$ cat config.mk
export PLATFORM = sky130hd
export DESIGN_NAME = daq_listfile_word_parser_flat
export DESIGN_NICKNAME = d
export VERILOG_FILES = /design/src/rtl/dlwp_pkg.sv /design/src/rtl/dlwp_if.sv /design/src/rtl/daq_listfile_word_parser.sv /design/src/rtl/dlwp_csr.sv /design/src/rtl/dlwp_decode.sv /design/src/flat_wrapper.sv
export VERILOG_INCLUDE_DIRS = /design/src /design/src/rtl
export SDC_FILE = /design/constraint.sdc
export NUM_CORES = 1
export LEC_CHECK = 0
export BUFFER_PORTS_ARGS = -buffer_cell sky130_fd_sc_hd__buf_2
export CORE_AREA = 2 2 162 227
export CTS_CLUSTER_DIAMETER = 100
export DETAILED_ROUTE_END_ITERATION = 10
export DIE_AREA = 0 0 164 229
export GPL_ROUTABILITY_DRIVEN = 0
export SYNTH_ARGS = -nofsm -noshare
export SYNTH_HDL_FRONTEND = slang
export SYNTH_SLANG_ARGS = --single-unit
$ cat constraint.sdc
create_clock -name clock -period 5.05 [get_ports clock]
set_input_delay 0.7575 -clock clock [delete_from_list [all_inputs] [get_ports clock]]
set_output_delay 0.7575 -clock clock [all_outputs]
set_load 0.01 [all_outputs]
$ cat src/rtl/daq_listfile_word_parser_assert.svh
// assertion macros shared by the list stream word parser modules
`ifndef DAQ_LISTFILE_WORD_PARSER_ASSERT_SVH
`define DAQ_LISTFILE_WORD_PARSER_ASSERT_SVH

// same-cycle implication, clocked on clock, off during reset
`define DLWP_ASSERT_SAME(label, ante, cons) \
   label: assert property (@(posedge clock) disable iff (reset) (ante) |-> (cons)) \
      else $error("dlwp assertion failed");

// next-cycle implication, clocked on clock, off during reset
`define DLWP_ASSERT_NEXT(label, ante, cons) \
   label: assert property (@(posedge clock) disable iff (reset) (ante) |=> (cons)) \
      else $error("dlwp assertion failed");

`endif

$ cat src/rtl/dlwp_pkg.sv
// types, codes and constants of the list stream word parser
package dlwp_pkg;

   localparam int WORD_W    = 32;
   localparam int COUNT_W   = 20;
   localparam int CSR_IDX_W = 2;
   localparam int CSR_DAT_W = 8;

   localparam logic [WORD_W-1:0] FILL_WORD = 32'hffff_ffff;

   // section types from header bits 31..29
   localparam logic [2:0] SEC_EVENT = 3'd1;
   localparam logic [2:0] SEC_END   = 3'd2;

   // data word signatures from bits 31..28, the event time signature from bits 31..30
   localparam logic [3:0] SIG_ADC      = 4'd1;
   localparam logic [3:0] SIG_EXT_TIME = 4'd2;
   localparam logic [1:0] SIG_EVT_TIME = 2'b11;

   // configuration register indexes
   typedef enum logic [CSR_IDX_W-1:0] {
      CSR_FORMAT   = 2'd0,
      CSR_MODULE_A = 2'd1,
      CSR_MODULE_B = 2'd2
   } csr_index_type;

   typedef enum logic [2:0] {
      ITEM_NONE     = 3'd0,
      ITEM_ADC_HIT  = 3'd1,
      ITEM_EXT_TIME = 3'd2,
      ITEM_EVT_TIME = 3'd3,
      ITEM_CLOSED   = 3'd4,
      ITEM_END      = 3'd5,
      ITEM_ERROR    = 3'd6
   } item_kind_type;

   typedef enum logic [2:0] {
      PH_HEADER  = 3'd0,
      PH_SKIP    = 3'd1,
      PH_SUBHDR  = 3'd2,
      PH_SUBDATA = 3'd3,
      PH_MARKER  = 3'd4,
      PH_DONE    = 3'd5
   } phase_type;

   typedef struct packed {
      logic       format_version;
      logic [7:0] module_a;
      logic [7:0] module_b;
   } cfg_type;

   typedef struct packed {
      item_kind_type item_kind;
      logic [4:0]    channel;
      logic [15:0]   adc_value;
      logic          pileup_flag;
      logic          overflow_flag;
      logic [15:0]   extended_time;
      logic [29:0]   event_time;
      logic [3:0]    event_kind;
      logic [7:0]    module_kind;
      logic [31:0]   event_number;
      logic [31:0]   marker_word;
   } result_type;

endpackage

$ cat src/rtl/dlwp_if.sv
// channel interfaces: stream words in, result words out, register writes

interface dlwp_word_if import dlwp_pkg::*; ();
   logic              valid;
   logic              ready;
   logic [WORD_W-1:0] stream_word;

   modport source (output valid, output stream_word, input ready);
   modport sink   (input valid, input stream_word, output ready);
endinterface

interface dlwp_rsp_if import dlwp_pkg::*; ();
   logic        valid;
   logic        ready;
   logic [2:0]  item_kind;
   logic [4:0]  channel;
   logic [15:0] adc_value;
   logic        pileup_flag;
   logic        overflow_flag;
   logic [15:0] extended_time;
   logic [29:0] event_time;
   logic [3:0]  event_kind;
   logic [7:0]  module_kind;
   logic [31:0] event_number;
   logic [31:0] marker_word;

   modport source (output valid, output item_kind, output channel, output adc_value,
                   output pileup_flag, output overflow_flag, output extended_time,
                   output event_time, output event_kind, output module_kind,
                   output event_number, output marker_word, input ready);
   modport sink   (input valid, input item_kind, input channel, input adc_value,
                   input pileup_flag, input overflow_flag, input extended_time,
                   input event_time, input event_kind, input module_kind,
                   input event_number, input marker_word, output ready);
endinterface

interface dlwp_csr_if import dlwp_pkg::*; ();
   logic                 valid;
   logic                 ready;
   logic [CSR_IDX_W-1:0] index;
   logic [CSR_DAT_W-1:0] data;

   modport source (output valid, output index, output data, input ready);
   modport sink   (input valid, input index, input data, output ready);
endinterface

$ cat src/rtl/daq_listfile_word_parser.sv
// list stream word parser top level: input register, decode, result register
// an accepted word waits in the input register until the result register is free, then its decode is registered there
// throughput: one word per cycle while results are taken, set by the single decode pass between the registers
// while a result waits, one more word is taken into the input register, then the input stalls
// synchronous active-high reset empties both registers, returns framing to the
// section header phase and loads the configuration defaults
`include "daq_listfile_word_parser_assert.svh"

module daq_listfile_word_parser import dlwp_pkg::*; (
   input  logic       clock,
   input  logic       reset,
   dlwp_word_if.sink  req_if,
   dlwp_rsp_if.source rsp_if,
   dlwp_csr_if.sink   csr_if
);

   cfg_type           cfg;
   result_type        result;
   logic              word_valid_ff, word_valid_in;
   logic [WORD_W-1:0] word_ff, word_in;
   logic              rsp_valid_ff, rsp_valid_in;
   result_type        rsp_data_ff, rsp_data_in;
   logic              advance;
   logic              req_take;

   dlwp_csr u_csr (
      .clock  (clock),
      .reset  (reset),
      .csr_if (csr_if),
      .cfg    (cfg)
   );

   dlwp_decode u_decode (
      .clock  (clock),
      .reset  (reset),
      .step   (advance),
      .word   (word_ff),
      .cfg    (cfg),
      .result (result)
   );

   // handshake between the two registers
   assign advance      = word_valid_ff && (!rsp_valid_ff || rsp_if.ready);
   assign req_if.ready = !word_valid_ff || advance;
   assign req_take     = req_if.valid && req_if.ready;

   // input word register
   always_comb begin
      word_valid_in = word_valid_ff;
      word_in       = word_ff;
      if (req_take) begin
         word_valid_in = 1'b1;
         word_in       = req_if.stream_word;
      end else if (advance) begin
         word_valid_in = 1'b0;
      end
   end

   // result word register
   always_comb begin
      rsp_valid_in = rsp_valid_ff;
      rsp_data_in  = rsp_data_ff;
      if (advance) begin
         rsp_valid_in = 1'b1;
         rsp_data_in  = result;
      end else if (rsp_if.ready) begin
         rsp_valid_in = 1'b0;
      end
   end

   always_ff @(posedge clock) begin
      if (reset) begin
         word_valid_ff <= 1'b0;
         rsp_valid_ff  <= 1'b0;
      end else begin
         word_valid_ff <= word_valid_in;
         rsp_valid_ff  <= rsp_valid_in;
      end
   end

   always_ff @(posedge clock) begin
      word_ff     <= word_in;
      rsp_data_ff <= rsp_data_in;
   end

   // result channel
   assign rsp_if.valid         = rsp_valid_ff;
   assign rsp_if.item_kind     = rsp_data_ff.item_kind;
   assign rsp_if.channel       = rsp_data_ff.channel;
   assign rsp_if.adc_value     = rsp_data_ff.adc_value;
   assign rsp_if.pileup_flag   = rsp_data_ff.pileup_flag;
   assign rsp_if.overflow_flag = rsp_data_ff.overflow_flag;
   assign rsp_if.extended_time = rsp_data_ff.extended_time;
   assign rsp_if.event_time    = rsp_data_ff.event_time;
   assign rsp_if.event_kind    = rsp_data_ff.event_kind;
   assign rsp_if.module_kind   = rsp_data_ff.module_kind;
   assign rsp_if.event_number  = rsp_data_ff.event_number;
   assign rsp_if.marker_word   = rsp_data_ff.marker_word;

   // a held word with a blocked result stage closes the input
   `DLWP_ASSERT_SAME(a_stall_blocks_req, word_valid_ff && rsp_valid_ff && !rsp_if.ready, !req_if.ready)
   // a decoded word always lands in the result register
   `DLWP_ASSERT_NEXT(a_advance_fills_rsp, advance, rsp_valid_ff)

endmodule

$ cat src/rtl/dlwp_csr.sv
// configuration registers of the list stream word parser
module dlwp_csr import dlwp_pkg::*; (
   input  logic       clock,
   input  logic       reset,
   dlwp_csr_if.sink   csr_if,
   output cfg_type    cfg
);

   cfg_type cfg_ff;
   cfg_type cfg_in;
   logic    wr_en;

   assign csr_if.ready = 1'b1;
   assign wr_en        = csr_if.valid;

   // register write decode, unknown indexes are dropped
   always_comb begin
      cfg_in = cfg_ff;
      if (wr_en) begin
         unique case (csr_index_type'(csr_if.index))
            CSR_FORMAT:   cfg_in.format_version = csr_if.data[0];
            CSR_MODULE_A: cfg_in.module_a       = csr_if.data;
            CSR_MODULE_B: cfg_in.module_b       = csr_if.data;
            default:      cfg_in                = cfg_ff;
         endcase
      end
   end

   always_ff @(posedge clock) begin
      if (reset) begin
         cfg_ff.format_version <= 1'b1;
         cfg_ff.module_a       <= 8'd4;
         cfg_ff.module_b       <= 8'd7;
      end else begin
         cfg_ff <= cfg_in;
      end
   end

   assign cfg = cfg_ff;

endmodule

$ cat src/rtl/dlwp_decode.sv
// framing state machine and word decode of the list stream parser
`include "daq_listfile_word_parser_assert.svh"

module dlwp_decode import dlwp_pkg::*; (
   input  logic              clock,
   input  logic              reset,
   input  logic              step,
   input  logic [WORD_W-1:0] word,
   input  cfg_type           cfg,
   output result_type        result
);

   phase_type          phase_ff, phase_in;
   logic [COUNT_W-1:0] sec_left_ff, sec_left_in;
   logic [COUNT_W-1:0] sub_left_ff, sub_left_in;
   logic [7:0]         module_ff, module_in;
   logic [3:0]         evt_kind_ff, evt_kind_in;
   logic [31:0]        events_ff, events_in;

   logic [2:0]         hdr_type;
   logic [COUNT_W-1:0] hdr_size;
   logic [3:0]         hdr_evt_kind;
   logic [7:0]         sub_module;
   logic [COUNT_W-1:0] sub_size_raw;
   logic [COUNT_W-1:0] sec_dec;
   logic [COUNT_W-1:0] sub_dec;
   logic               sub_overrun;
   logic [COUNT_W-1:0] sub_size;
   logic               decoded;
   phase_type          after_sub;

   // header and subevent header fields by layout version
   assign hdr_type     = word[31:29];
   assign hdr_size     = cfg.format_version ? word[19:0] : {4'd0, word[15:0]};
   assign hdr_evt_kind = cfg.format_version ? word[28:25] : word[19:16];
   assign sub_module   = cfg.format_version ? word[31:24] : {2'd0, word[17:12]};
   assign sub_size_raw = cfg.format_version ? word[19:0] : {10'd0, word[9:0]};

   // word counters
   assign sec_dec = sec_left_ff - COUNT_W'(1);
   assign sub_dec = sub_left_ff - COUNT_W'(1);

   // subevent that does not fit in front of the end marker gets clipped
   assign sub_overrun = (sec_dec == '0) || (sub_size_raw > sec_dec - COUNT_W'(1));
   assign sub_size    = !sub_overrun    ? sub_size_raw :
                        (sec_dec != '0) ? sec_dec - COUNT_W'(1) : '0;
   assign after_sub   = (sec_dec > COUNT_W'(1)) ? PH_SUBHDR : PH_MARKER;

   assign decoded = (word != FILL_WORD) &&
                    ((module_ff == cfg.module_a) || (module_ff == cfg.module_b));

   // next phase
   always_comb begin
      phase_in = phase_ff;
      unique case (phase_ff)
         PH_HEADER: begin
            if (hdr_type == SEC_EVENT) begin
               phase_in = (hdr_size > COUNT_W'(1)) ? PH_SUBHDR : PH_MARKER;
            end else if (hdr_type == SEC_END) begin
               phase_in = PH_DONE;
            end else begin
               phase_in = (hdr_size != '0) ? PH_SKIP : PH_HEADER;
            end
         end
         PH_SKIP: begin
            if (sec_dec == '0) phase_in = PH_HEADER;
         end
         PH_SUBHDR: begin
            phase_in = (sub_size != '0) ? PH_SUBDATA : after_sub;
         end
         PH_SUBDATA: begin
            if (sub_dec == '0) phase_in = after_sub;
         end
         PH_MARKER: phase_in = PH_HEADER;
         default:   phase_in = PH_DONE;
      endcase
   end

   // counters, context and result word
   always_comb begin
      sec_left_in = sec_left_ff;
      sub_left_in = sub_left_ff;
      module_in   = module_ff;
      evt_kind_in = evt_kind_ff;
      events_in   = events_ff;
      result      = '0;
      unique case (phase_ff)
         PH_HEADER: begin
            if (hdr_type == SEC_EVENT) begin
               evt_kind_in = hdr_evt_kind;
               sec_left_in = hdr_size;
            end else if (hdr_type == SEC_END) begin
               result.item_kind    = ITEM_END;
               result.event_number = events_ff;
            end else begin
               sec_left_in = hdr_size;
            end
         end
         PH_SKIP: sec_left_in = sec_dec;
         PH_SUBHDR: begin
            sec_left_in = sec_dec;
            module_in   = sub_module;
            sub_left_in = sub_size;
            if (sub_overrun) begin
               result.item_kind    = ITEM_ERROR;
               result.module_kind  = sub_module;
               result.event_number = events_ff;
            end
         end
         PH_SUBDATA: begin
            sec_left_in = sec_dec;
            sub_left_in = sub_dec;
            if (decoded) begin
               if (word[31:28] == SIG_ADC) begin
                  result.item_kind     = ITEM_ADC_HIT;
                  result.channel       = word[20:16];
                  result.adc_value     = word[15:0];
                  result.pileup_flag   = word[23];
                  result.overflow_flag = word[22];
               end else if (word[31:28] == SIG_EXT_TIME) begin
                  result.item_kind     = ITEM_EXT_TIME;
                  result.extended_time = word[15:0];
               end else if (word[31:30] == SIG_EVT_TIME) begin
                  result.item_kind  = ITEM_EVT_TIME;
                  result.event_time = word[29:0];
               end
               if (result.item_kind != ITEM_NONE) begin
                  result.event_kind   = evt_kind_ff;
                  result.module_kind  = module_ff;
                  result.event_number = events_ff;
               end
            end
         end
         PH_MARKER: begin
            result.item_kind    = ITEM_CLOSED;
            result.event_kind   = evt_kind_ff;
            result.event_number = events_ff;
            result.marker_word  = word;
            events_in           = events_ff + 32'd1;
            sec_left_in         = '0;
         end
         default: begin
            result = '0;
         end
      endcase
   end

   always_ff @(posedge clock) begin
      if (reset) begin
         phase_ff    <= PH_HEADER;
         sec_left_ff <= '0;
         sub_left_ff <= '0;
         module_ff   <= '0;
         evt_kind_ff <= '0;
         events_ff   <= '0;
      end else if (step) begin
         phase_ff    <= phase_in;
         sec_left_ff <= sec_left_in;
         sub_left_ff <= sub_left_in;
         module_ff   <= module_in;
         evt_kind_ff <= evt_kind_in;
         events_ff   <= events_in;
      end
   end

   // event counter moves exactly with a close
   `DLWP_ASSERT_NEXT(a_close_counts, step && (result.item_kind == ITEM_CLOSED), events_ff == $past(events_ff) + 32'd1)
   // end of stream is final until reset
   `DLWP_ASSERT_NEXT(a_done_sticks, phase_ff == PH_DONE, phase_ff == PH_DONE)
   // a subevent in progress always has words left
   `DLWP_ASSERT_SAME(a_subdata_left, phase_ff == PH_SUBDATA, sub_left_ff != '0)

endmodule
$ cat src/flat_wrapper.sv
// flat-port wrapper written by rule: the top's interface ports become plain ports
module daq_listfile_word_parser_flat import dlwp_pkg::*;
  (clock, reset, req_if_valid, req_if_stream_word, req_if_ready, rsp_if_valid, rsp_if_item_kind, rsp_if_channel, rsp_if_adc_value, rsp_if_pileup_flag, rsp_if_overflow_flag, rsp_if_extended_time, rsp_if_event_time, rsp_if_event_kind, rsp_if_module_kind, rsp_if_event_number, rsp_if_marker_word, rsp_if_ready, csr_if_valid, csr_if_index, csr_if_data, csr_if_ready);
  dlwp_word_if req_if_i ();
  dlwp_rsp_if rsp_if_i ();
  dlwp_csr_if csr_if_i ();
  input  logic clock;
  input  logic reset;
  input wire logic [$bits(req_if_i.valid)-1:0] req_if_valid;
  input wire logic [$bits(req_if_i.stream_word)-1:0] req_if_stream_word;
  output wire logic [$bits(req_if_i.ready)-1:0] req_if_ready;
  output wire logic [$bits(rsp_if_i.valid)-1:0] rsp_if_valid;
  output wire logic [$bits(rsp_if_i.item_kind)-1:0] rsp_if_item_kind;
  output wire logic [$bits(rsp_if_i.channel)-1:0] rsp_if_channel;
  output wire logic [$bits(rsp_if_i.adc_value)-1:0] rsp_if_adc_value;
  output wire logic [$bits(rsp_if_i.pileup_flag)-1:0] rsp_if_pileup_flag;
  output wire logic [$bits(rsp_if_i.overflow_flag)-1:0] rsp_if_overflow_flag;
  output wire logic [$bits(rsp_if_i.extended_time)-1:0] rsp_if_extended_time;
  output wire logic [$bits(rsp_if_i.event_time)-1:0] rsp_if_event_time;
  output wire logic [$bits(rsp_if_i.event_kind)-1:0] rsp_if_event_kind;
  output wire logic [$bits(rsp_if_i.module_kind)-1:0] rsp_if_module_kind;
  output wire logic [$bits(rsp_if_i.event_number)-1:0] rsp_if_event_number;
  output wire logic [$bits(rsp_if_i.marker_word)-1:0] rsp_if_marker_word;
  input wire logic [$bits(rsp_if_i.ready)-1:0] rsp_if_ready;
  input wire logic [$bits(csr_if_i.valid)-1:0] csr_if_valid;
  input wire logic [$bits(csr_if_i.index)-1:0] csr_if_index;
  input wire logic [$bits(csr_if_i.data)-1:0] csr_if_data;
  output wire logic [$bits(csr_if_i.ready)-1:0] csr_if_ready;
  assign req_if_i.valid = req_if_valid;
  assign req_if_i.stream_word = req_if_stream_word;
  assign req_if_ready = req_if_i.ready;
  assign rsp_if_valid = rsp_if_i.valid;
  assign rsp_if_item_kind = rsp_if_i.item_kind;
  assign rsp_if_channel = rsp_if_i.channel;
  assign rsp_if_adc_value = rsp_if_i.adc_value;
  assign rsp_if_pileup_flag = rsp_if_i.pileup_flag;
  assign rsp_if_overflow_flag = rsp_if_i.overflow_flag;
  assign rsp_if_extended_time = rsp_if_i.extended_time;
  assign rsp_if_event_time = rsp_if_i.event_time;
  assign rsp_if_event_kind = rsp_if_i.event_kind;
  assign rsp_if_module_kind = rsp_if_i.module_kind;
  assign rsp_if_event_number = rsp_if_i.event_number;
  assign rsp_if_marker_word = rsp_if_i.marker_word;
  assign rsp_if_i.ready = rsp_if_ready;
  assign csr_if_i.valid = csr_if_valid;
  assign csr_if_i.index = csr_if_index;
  assign csr_if_i.data = csr_if_data;
  assign csr_if_ready = csr_if_i.ready;
  daq_listfile_word_parser u_core (.clock(clock), .reset(reset), .req_if(req_if_i), .rsp_if(rsp_if_i), .csr_if(csr_if_i));
endmodule
=== After elaboration in Yosys (flattened, before gate mapping) ===
Cells that the tools add are included.

* Register bits: 286
* Output and inout port bits: 151

* Add/subtract/negate cells: 4
* $lt $le $gt $ge: 3
* Eq/ne operators: 17
* Muxes and demuxes: 45
* Bitwise operators: 4
* Reductions and logical operators: 34

{| class="wikitable"
|+ Operators with widths
! operator !! number
|-
| $pmux 32 s4 || 1
|-
| $mux 20 || 6
|-
| $mux 116 || 1
|-
| $mux 32 || 2
|-
| $mux 30 || 2
|-
| $pmux 20 s3 || 1
|-
| $reduce_bool 20->1 || 3
|-
| $sub 20x1->20 const B || 3
|-
| $mux 46 || 1
|-
| $mux 44 || 1
|-
| $gt 20x1->1 const B || 2
|-
| $logic_not 20->1 || 2
|-
| $mux 40 || 1
|-
| $pmux 20 s2 || 1
|-
| $mux 3 || 12
|-
| $add 32x1->32 const B || 1
|-
| $ne 32x32->1 const B || 1
|-
| $mux 23 || 1
|-
| $gt 20x20->1 || 1
|-
| $eq 8x8->1 || 2
|-
| $mux 16 || 1
|-
| $pmux 8 s2 || 1
|-
| $pmux 3 s5 || 1
|-
| $pmux 3 s4 || 1
|-
| other kinds (27) || 58
|}

=== Logic depth before layout (Yosys ltp) ===
Gate-level depths: netlist of the first run.

* Depth in word-level cells: 10
* Gate-level depth with buffers: 24
* Gate-level depth less buffers: 20

=== Hierarchy ===
From an unflattened synthesis of the first run, not the netlist that was laid out.

* Cells, all modules: 1393
* Area total of the unflattened synthesis: 14237.4 µm²

{| class="wikitable"
|+ Modules (own cells, without submodules)
! module !! times used !! cells each !! area an instance (µm²) !! sequential area each (µm²)
|-
| dlwp_decode || 1 || 1131 || 7995.2 || 1741.7
|-
| daq_listfile_word_parser || 1 || 190 || 5509.0 || 5445.2
|-
| dlwp_csr || 1 || 72 || 733.2 || 340.3
|}

=== Least setup slack after synthesis of the first run ===
OpenSTA, ideal clock, no wires.

* Path kind: reg-to-reg
* Start point: reg u_core.u_decode.sec_left_ff[0]
* End point: reg u_core.rsp_data_ff, in the netlist u_core.rsp_if.event_number[10] (data pin)
* Setup time: 0.255 ns
* Arrival time: 5.335 ns
* Data required time: 4.795 ns
* Slack: -0.540 ns
* Stages on the path, launching flop included: 22
* Buffers on the path: 4
* Clock period less this slack: 5.590 ns
* Cell sequence: dfxtp_1 > dlymetal6s2s_1 > inv_1 > ha_1 > clkbuf_1 > nor2_1 > o2111ai_1 > or4_4 > nor4_4 > a31oi_1 > or2_2 > ha_1 > and4_1 > a221o_1 > or4b_1 > and2_1 > clkbuf_1 > o211ai_4 > nand3_1 > or2_1 > buf_2 > and2_1

{| class="wikitable"
|+ RTL lines
! element !! line !! source
|-
| start, declared || dlwp_decode.sv:14 || <nowiki>logic [COUNT_W-1:0] sec_left_ff, sec_left_in;</nowiki>
|-
| start signal, assigned || dlwp_decode.sv:158 || <nowiki>sec_left_ff <= sec_left_in;</nowiki>
|-
| end signal, assigned || daq_listfile_word_parser.sv:83 || <nowiki>rsp_data_ff <= rsp_data_in;</nowiki>
|-
| end, declared || daq_listfile_word_parser.sv:22 || <nowiki>result_type rsp_data_ff, rsp_data_in;</nowiki>
|}

=== Final worst setup path of the first run ===
* Start point: reg u_core.u_decode.sec_left_ff[1]
* End point: reg u_core.u_decode.phase_ff[0]

* Cells in the longest elaborated chain, start to end: 8
* Elaborated cells on any way between the ends: 13

{| class="wikitable"
|+ RTL lines
! element !! line !! source
|-
| $sub 20x1->20 * || dlwp_decode.sv:40 || <nowiki>assign sec_dec = sec_left_ff - COUNT_W'(1);</nowiki>
|-
| $sub 20x1->20 || dlwp_decode.sv:44, dlwp_decode.sv:46 ||
|-
| $gt 20x20->1 || dlwp_decode.sv:44 || <nowiki>assign sub_overrun = (sec_dec == '0) || (sub_size_raw > sec_dec - COUNT_W'(1));</nowiki>
|-
| $logic_or 1x1->1 || dlwp_decode.sv:44 ||
|-
| $mux 20 || dlwp_decode.sv:45 || <nowiki>assign sub_size = !sub_overrun ? sub_size_raw :</nowiki>
|-
| $reduce_bool 20->1 || dlwp_decode.sv:69 || <nowiki>phase_in = (sub_size != '0) ? PH_SUBDATA : after_sub;</nowiki>
|-
| $mux 3 || dlwp_decode.sv:69 ||
|-
| $pmux 3 s5 || dlwp_decode.sv:55 || <nowiki>unique case (phase_ff)</nowiki>
|-
| end signal, assigned || dlwp_decode.sv:157 || <nowiki>phase_ff <= phase_in;</nowiki>
|-
| end, declared || dlwp_decode.sv:13 || <nowiki>phase_type phase_ff, phase_in;</nowiki>
|}

Mark *: on every way between the ends. The rest lies on a longest branch, timed or not.
A chain may end at the register's enable or synchronous reset.

==> results of run 1 <==
[final timing paths]
check                                              start                                          end  slack (ns)  cells after the start
min reg2reg  u_core.u_decode.evt_kind_ff[2]$_SDFFE_PP0P_  u_core.u_decode.evt_kind_ff[2]$_SDFFE_PP0P_        0.49                      2
max reg2reg  u_core.u_decode.sec_left_ff[1]$_SDFFE_PP0P_     u_core.u_decode.phase_ff[0]$_SDFFE_PP0P_        0.07                     21
min                               req_if_stream_word[12]                 u_core.word_ff[12]$_DFFE_PP_        0.36                      1
max          u_core.u_decode.sec_left_ff[1]$_SDFFE_PP0P_     u_core.u_decode.phase_ff[0]$_SDFFE_PP0P_        0.07                     21
[per-layer routing]
| metal | vias to the layer above | GRT usage, % | part of all wire [%] |
|---|---|---|---|
| li1 | 5427 | - | - |
| met1 | 5514 | 25.4 | 38 |
| met2 | 406 | 38.8 | 52 |
| met3 | 129 | 2.21 | 4.8 |
| met4 | 0 | 10.5 | 5.3 |
| met5 | - | 0 | 0 |
[logic make-up (layout without fill, tap and decap cells)]
logic type	Yosys count	count (layout)
AND/OR/NAND/NOR	616	616
flip-flops	286	286
AO/OA/AOI/OAI	228	228
buffers and inverters	121	369
XOR/XNOR	81	81
multiplexers	29	29
adder cells (fa/ha/maj)	26	26
other	1	3
[area by class of cell]
type                       count  share of cell area [%]
antenna                        2                  0.0292
clock buffer                  35                    4.55
tap                          462                    3.37
inverter                      44                   0.986
sequential                   286                    44.0
clock inverter                21                    1.74
timing repair buffer         269                    9.17
multi-input combinational    981                    36.2
[through the flow]
step | worst slack (ns) | setup TNS, ns
6_report | 0.0704 | 0
5_1_grt | -0.0825 | -1.11
4_1_cts | 0.0185 | 0
3_5_place_dp | 0.0438 | 0
3_3_place_gp | 0.129 | 0
2_1_floorplan | -0.229 | -6.51
[layout by cell type, fill, tap and decap left out, drive strengths merged, types with 5 or more instances in the layout]
cell type	Yosys	routed
xnor2	50	50
clkinv	1	13
a211oi	8	8
clkbuf	64	36
or2	5	5
ha	26	26
nor4	19	19
o21ai	66	66
and2	81	81
inv	43	44
nor2	188	188
mux2i	26	26
nand3	33	33
o21a	5	5
bufinv	0	7
edfxtp	180	180
o22ai	8	8
or3	14	14
nor2b	12	12
nand2b	7	7
a21oi	58	58
a21o	6	6
buf	12	268
a32oi	6	6
nand4	35	35
xor2	31	31
a22oi	22	22
nand3b	6	6
nor3	50	50
and3	22	22
or4	9	9
nand2	115	115
dfxtp	106	106
o31ai	5	5
[power by group through the flow]
stage | Sequential [W] | Combinational, W | Clock [W]
after floorplan | 0.00269 | 0.000912 | 0
after global placement | 0.00271 | 0.00138 | 0
after global routing | 0.00267 | 0.00169 | 0.00253
final | 0.00266 | 0.00156 | 0.00241
after detailed placement | 0.00271 | 0.00139 | 0
after CTS | 0.00266 | 0.00140 | 0.00245
[registers in the layout, indices dropped and copies added, names as in the netlist, 8 cells and up]
signal / cells
u_core.rsp_if.adc_value: 16
u_core.rsp_if.event_number: 32
u_core.rsp_if.event_time: 30
u_core.rsp_if.extended_time: 16
u_core.rsp_if.marker_word: 32
u_core.rsp_if.module_kind: 8
u_core.u_csr.cfg: 17
u_core.u_decode.events_ff: 32
u_core.u_decode.module_ff: 8
u_core.u_decode.sec_left_ff: 20
u_core.u_decode.sub_left_ff: 20
u_core.word_ff: 32
[worst reg2reg max path, cell delays in order (launching register included)]
cell,delay [ns]
dfxtp_2,0.33
inv_2,0.05
ha_4,0.17
buf_6,0.13
nor2_4,0.13
o2111ai_4,0.13
or4_4,0.60
nor4_4,0.35
buf_4,0.19
a31oi_4,0.08
or2_4,0.26
ha_4,0.21
and4_1,0.18
a221o_1,0.32
or4b_4,0.50
and2_4,0.20
buf_12,0.13
mux2_4,0.32
a21oi_4,0.14
a21o_1,0.14
a221oi_2,0.06
a221oi_2,0.25
[repair_timing]
item / 4_1_cts / 5_1_grt
gates resized for setup: 0 / 28
setup endpoints to repair: 0 / 47
setup buffers: 0 / 14
==> results list, run 1 <==
- For the worst setup path, the data required time is 5.53 ns.
- Maximum buffer depth of the clock tree: 3
- The number of antenna violations at the first check in global routing came to 2.
- For the final database, setup skew stands at 0.0110 ns.
- Entering global routing, the biggest net connects 76 pins.
- GRT overflow: 0
- Relative to the synthesized area, the layout overhead comes to 22.1%.
- Setup violations remaining at the end of the flow were counted as 0.
- Fraction of layout cells with a size suffix above 1: 23.0%
- Category of the critical setup timing path: reg -> reg
- Clock network latency to the later pin of the worst-skew pair: 0.58 ns
- Yosys mapped the design onto 89 distinct sky130hd cell types.
- After floorplanning, the core was divided into 82 placement rows.
* Count of unresolved DRC violations after routing: 0
* Overall power of the completed layout: 0.00662 W
- The core region is 35600 um^2.
* Number of buffers inserted by hold repair at cts: 0
- The number of nets in the synthesized netlist is 1461.
- H-tree depth: 1
- Number of DRC markers in iteration 0: 889
- Max rail drop VDD: 0.242 mV
- By area, the combinational part of the netlist is dominated by simple AND/OR/NAND/NOR gates.
- Number of buffer cells added on primary ports: 196
* Post-route cell area: 17100 um^2
- The internal portion of the total power is 0.00467 W.
- Type of element launching the critical path: flop
* Worst path top cell family by delay: simple AND/OR/NAND/NOR gates
- For this block, the routed nets add up to 41.8 mm of wire.
- CP Buf/Inv Count: 4
* CP Data Arrival Time: 5.46 ns
- For this run, the detailed router's first-pass iteration total came to 6.
- TritonCTS built the clock tree.
- 198 I/O pins were placed.
- TritonCTS created 30 clock buffers.
- Among all flip-flop cells after synthesis, the most frequent one is edfxtp_1.
- Post-layout minimum cycle time: 4.98 ns
* Slowest cell on the critical path: or4_4
- The detail route stage leaves a number of antenna-violating nets equal to 0.
- The largest total area in the synthesized netlist belongs to edfxtp_1.
- The filler cells instantiated in the layout total 3335.
- Final #Nets: 1685
- Standard cell area after detailed placement: 15800 um^2
* Number of enable flip-flop cells after synthesis: 180
- Part of the Yosys area used for sequential elements: 53.7%
- Fin util: 48.1%
- CTS root buffer: clkbuf_16
- Rel. slew slack: 33.2%
- For this run, the slowest stage of the critical path takes 0.60 ns.
- Dominant cell by count in the synthesized netlist: nor2_1
- The signal on the critical path passes through inv_2 > ha_4 > buf_6 > nor2_4 > o2111ai_4 > or4_4 > nor4_4 > buf_4 > a31oi_4 > or2_4 > ha_4 > and4_1 > a221o_1 > or4b_4 > and2_4 > buf_12 > mux2_4 > a21oi_4 > a21o_1 > a221oi_2 > a221oi_2.
* Final Max Tran Viols: 0
* Die boundary width: 164 um
- Post-DP HPWL: 30.0 mm
* Result of the run: completed
* Overall die height: 229 um
* Top cells by instance count after synthesis: nor2_1, edfxtp_1, nand2_1
* Power share of the clock group: 36.3%
- Net load switching power: 0.00196 W
* P_leak: 6.77 nW
- Timing would allow up to 0.201 GHz.
* Class of the most critical hold timing path: in -> reg
* GRT Total Usage: 21.6%
* Ys async rst share: 0%
* Number of hold violations in the final report: 0
* Largest cells by area after synthesis: edfxtp_1, dfxtp_1, nor2_1, and2_1, nand2_1
- Synthesis produced 1388 cells.
* Cell total after placement: 2028
* Area fraction in and, or, nand and nor cells after synthesis: 22.5%
- Once the floorplan was initialized, standard cells occupied 39.4% of the core.
- Synthesis inferred 286 register bits.
* Layout Cells excl Fill: 2100
* Adder and majority gate portion of the synthesized area: 2.32%
- After detailed routing, the average wire length per cell comes to 19.9 um.
- Smallest hold slack: 0.356 ns
* Multiplexer fraction of the synthesized cell area: 2.10%
- Crit path capture type: flop
- Setup repair after global routing could not meet its margin everywhere.
- After Yosys synthesis, XOR and XNOR cells account for 5.11% of the synthesized area.
* Share of power burned in registers: 40.2%
- Across the whole layout, storage elements account for 7530 um^2.
- Share of the synthesized area in compound gates (AO/OA/AOI/OAI): 10.9%
* Sinks on Clock Net: 286
- Synth Cell Area: 14000 um^2
- Fraction of power spent switching nets: 29.6%
* Number of global-route vias before repair: 10891
* Share of power burned in combinational logic: 23.5%
* Warnings from Yosys: 0
- Share of the clock period used by the worst path after layout: 98.6%
- After clock tree synthesis, the clock-pin slew on the worst setup and hold paths is 0.06 ns.
- Area occupied by multi-input gates: 6200 um^2
- Of all nets on the critical path, the largest fanout is 6.
- The die covers 37600 um^2.
- The average instance in the mapped netlist occupies 10.1 um^2.
- The first global-routing pass estimated 62.7 mm of wire.
- Areal power density over the cells: 387 nW/um^2
- Via-to-Cell Ratio: 5.46
* Slew at the pin with the worst max-slew slack: 1.00 ns
- Detailed routing inserted a total of 11476 vias.
* Max Cap Viol: 0
- The top cell type by area accounts for 38.5% of the synthesized area.
Power figures use the tool's default switching activity.
==> run 2, diff against run 1 <==
--- a/config.mk
+++ b/config.mk
@@ -7,10 +7,10 @@
 export NUM_CORES = 1
 export LEC_CHECK = 0
 export BUFFER_PORTS_ARGS = -buffer_cell sky130_fd_sc_hd__buf_2
-export CORE_AREA = 2 2 162 227
+export CORE_AREA = 2 2 191 193
 export CTS_CLUSTER_DIAMETER = 100
 export DETAILED_ROUTE_END_ITERATION = 10
-export DIE_AREA = 0 0 164 229
+export DIE_AREA = 0 0 193 195
 export GPL_ROUTABILITY_DRIVEN = 0
 export SYNTH_ARGS = -nofsm -noshare
 export SYNTH_HDL_FRONTEND = slang
==> run 2 against run 1 <==
Effect of this change:
- the run now ends with negative setup slack left
- die area increased by 0.21%
- flip-flop and latch count unchanged
- non-clock buffer count increased by 7
- core utilization rose by 0.45 points
- critical endpoint is now u_core.rsp_if.event_number[5]$_DFFE_PP_
- highest routed layer unchanged
==> results list, run 2 (synthesized netlist as in run 1, its figures left out) <==
- The library cells used most frequently in the layout, excluding fill and tap cells, are buf_2, nor2_1, edfxtp_1.
- The wire length after detailed routing was 40.4 mm (-3.3%).
* Number of DRC markers in iteration 0: 932 (+4.8%)
- Type of element launching the critical path: flop
* Register clock-pin slew on the reported worst setup and hold paths: 0.06 ns (about the same)
- Starting density of the core: 39.6% (+0.23 points)
- The final-report setup violation count came to 17 (+17).
- The number of vias per cell came to 5.43 (-0.61%).
- The final critical-path required period came to 5.09 ns (+0.112 ns).
- CTS root buffer: clkbuf_16
- The length of the first detailed-routing pass in iterations is 5 (-1).
* Crit path capture type: flop
- The post-route clock period utilization was 101% (+2.2 points).
* Sequence of cells on the critical path: inv_4 > ha_4 > nor2b_4 > o2111ai_4 > or4_4 > nor4_4 > nand4b_1 > xnor2_2 > ha_1 > and4_1 > a221o_1 > or4b_4 > and2_4 > o211ai_4 > nand3_4 > or2_4 > and2_1
- Beginning of the worst hold path: req_if_stream_word[5]
* Wire length of the first global-routing pass: 61.4 mm (-2.1%)
* CP Data Arrival Time: 5.40 ns (-0.06 ns)
- Pin count of the biggest net entering global routing: 79 (+3.9%)
* Max rail drop VDD: 0.215 mV (-11%)
* Fill cells: 3300 (-1.0%)
- Antenna violations before repair: 1 (-1)
- The count of endpoints failing hold in the final timing report is 0 (unchanged).
- H-tree depth: 1 (unchanged)
* Placement Rows: 69 (-16%)
- The total power per unit cell area is 382 nW/um^2 (-1.2%).
- The maximum clock frequency was 0.196 GHz (-2.2%).
- Category of the critical setup timing path: reg -> reg
* Max Cap Viol: 0 (unchanged)
* Area occupied by multi-input gates: 6260 um^2 (+0.95%)
- Worst-path fanout max: 16 (+10)
* Largest stage delay on the critical path: 0.60 ns (about the same)
- The number of hold buffers added after cts came to 0 (unchanged).
* Clock network latency to the later pin of the worst-skew pair: 0.55 ns (-0.03 ns)
- TritonCTS clock tree: done
- Rel. slew slack: 33.9% (+0.72 points)
* Commonest non-fill, non-tap cell in the layout: buf_2
* Violated checks: negative setup slack
- Maximum clock skew at final layout: 0.00814 ns (-0.00282 ns)
- The number of cells on the worst reg-to-reg path was 17 (-19%).
* R2R Path End: u_core.rsp_if.event_number[5]$_DFFE_PP_
* Hold-critical path depth: 1 (unchanged)
- The ratio of cells with drive above 1 in the final layout is 24.5% (+1.5 points).
- Slowest cell on the critical path: or4_4
- Total clock buffers created by CTS: 29 (-3.3%)
* Destination of the worst hold path: u_core.word_ff[5]$_DFFE_PP_
- The DRC violation count after routing came to 0 (unchanged).
- The final critical-path setup slack was -0.0414 ns (-0.112 ns).
* Total I/O pin count: 198 (unchanged)
* Crit Reg-Reg Startpoint: u_core.u_decode.sec_left_ff[0]$_SDFFE_PP0P_
- Die area: 37600 um^2 (+0.21%)
- GRT overflow: 0 (unchanged)
* Result of the run: complete, but fails checks
- The total power consumption of the routed design is 0.00657 W (-0.84%).
- Critical Path RT: 5.36 ns (-0.17 ns)
- The final max-slew violation count came to 0 (unchanged).
- Area taken by flip-flops and latches: 7530 um^2 (unchanged)
- Final #Nets: 1693 (+0.47%)
- The total negative slack is -0.554 ns (-0.554 ns).
* Area Growth Syn to Fin: 22.6%
- The global routing usage summed across all routing layers was 20.8% (-0.77 points).
* Post-DR wirelength/cell: 19.2 um (-3.5%)
- The transition at the pin with the smallest max-transition slack came to 0.992 ns (-0.0108 ns).
* Sinks on Clock Net: 286 (unchanged)
- Smallest hold slack: 0.377 ns (+0.0210 ns)
* Class of the most critical hold timing path: in -> reg
- ANT nets after route: 0 (unchanged)
* Overall die height: 195 um (-15%)
- The maximum clock insertion buffer count came to 3 (unchanged).
- Setup repair after global routing could not meet its margin everywhere.
* Post-DP HPWL: 28.6 mm (-4.7%)
- P_leak: 6.79 nW (+0.23%)
* Number of buffer cells added on primary ports: 196 (unchanged)
- The core outline area came to 35400 um^2 (-0.58%).
* Number of global-route vias before repair: 10777 (-1.0%)
- Die boundary width: 193 um (+18%)
* Flop2flop setup slack: -0.04 ns (-0.11 ns)
* Number of vias after detailed routing: 11428 (-0.42%)
- The fraction of the core area covered by cells at the end of the flow was 48.6% (+0.45 points).
==> run 2: cell count changes in the layout (fill, tap and decap cells not counted), moves of 2 or more <==
cell,delta
a21oi_1,-7
a21oi_2,+7
and2_1,-8
and2_4,+8
buf_4,+7
buf_6,-2
clkbuf_1,-2
clkinvlp_4,+5
nor2_2,+2
o21ai_0,-6
o21ai_1,+6
or2_4,+2
==> run 2: final cells by class <==
cell class / instances / share of cell area, %
clock buffers: 31 / 4.27
multi-input cells: 983 / 36.4
clock inverters: 22 / 1.63
flip-flops and latches: 286 / 43.8
repair buffers: 276 / 9.51
diodes: 1 / 0.0146
inverters: 44 / 0.997
well taps: 461 / 3.36
==> run 2: critical path: cells and delay by family (launching register included) <==
| kind | cells | cell delay, ns |
|---|---|---|
| XOR/XNOR | 1 | 0.20 |
| buffers and inverters | 1 | 0.04 |
| flip-flops | 1 | 0.36 |
| adder cells (fa/ha/maj) | 2 | 0.59 |
| AND/OR/NAND/NOR | 10 | 2.92 |
| AO/OA/AOI/OAI | 3 | 0.73 |
==> run 2: report_power, final <==
part           switching (W)  internal [W]
Sequential         0.0000866       0.00257
Combinational       0.000941      0.000687
Clock               0.000921       0.00136
==> run 2: through the flow <==
step	setup slack, ns	area (um^2)	instances
after floorplan	-0.229	14100	1388
final	-0.0414	17200	2104
after CTS	0.00184	16900	2088
after global placement	0.0810	15900	2034
after detailed placement	0.00437	15900	2034
after global routing	-0.200	17200	2104
==> run 2: how the worst max path moves through the flow <==
stage	startpoint	end	slack, ns
2_1_floorplan	u_core.u_decode.sec_left_ff[0]$_SDFFE_PP0P_	u_core.rsp_if.event_number[10]$_DFFE_PP_	-0.23
3_3_place_gp	u_core.u_decode.sec_left_ff[1]$_SDFFE_PP0P_	u_core.rsp_if.event_number[28]$_DFFE_PP_	0.08
3_5_place_dp	u_core.u_decode.sec_left_ff[1]$_SDFFE_PP0P_	u_core.rsp_if.event_number[5]$_DFFE_PP_	0.004
4_1_cts	u_core.u_decode.sec_left_ff[1]$_SDFFE_PP0P_	u_core.rsp_if.event_number[5]$_DFFE_PP_	0.002
5_1_grt	u_core.u_decode.sec_left_ff[1]$_SDFFE_PP0P_	u_core.rsp_if.event_number[22]$_DFFE_PP_	-0.20
6_report	u_core.u_decode.sec_left_ff[0]$_SDFFE_PP0P_	u_core.rsp_if.event_number[5]$_DFFE_PP_	-0.04
==> run 2: what timing repair did <==
action,CTS,global route
pin swaps,2,24
resized for setup,0,49
gates cloned,0,3
buffers inserted,1,13
setup endpoints to repair,22,54
==> run 2: routing by layer <==
layer	wire length, um	global-route usage [%]
met1	18200	29.6
met2	18200	32.5
met3	2680	3.25
met4	1300	6.87
met5	0	0
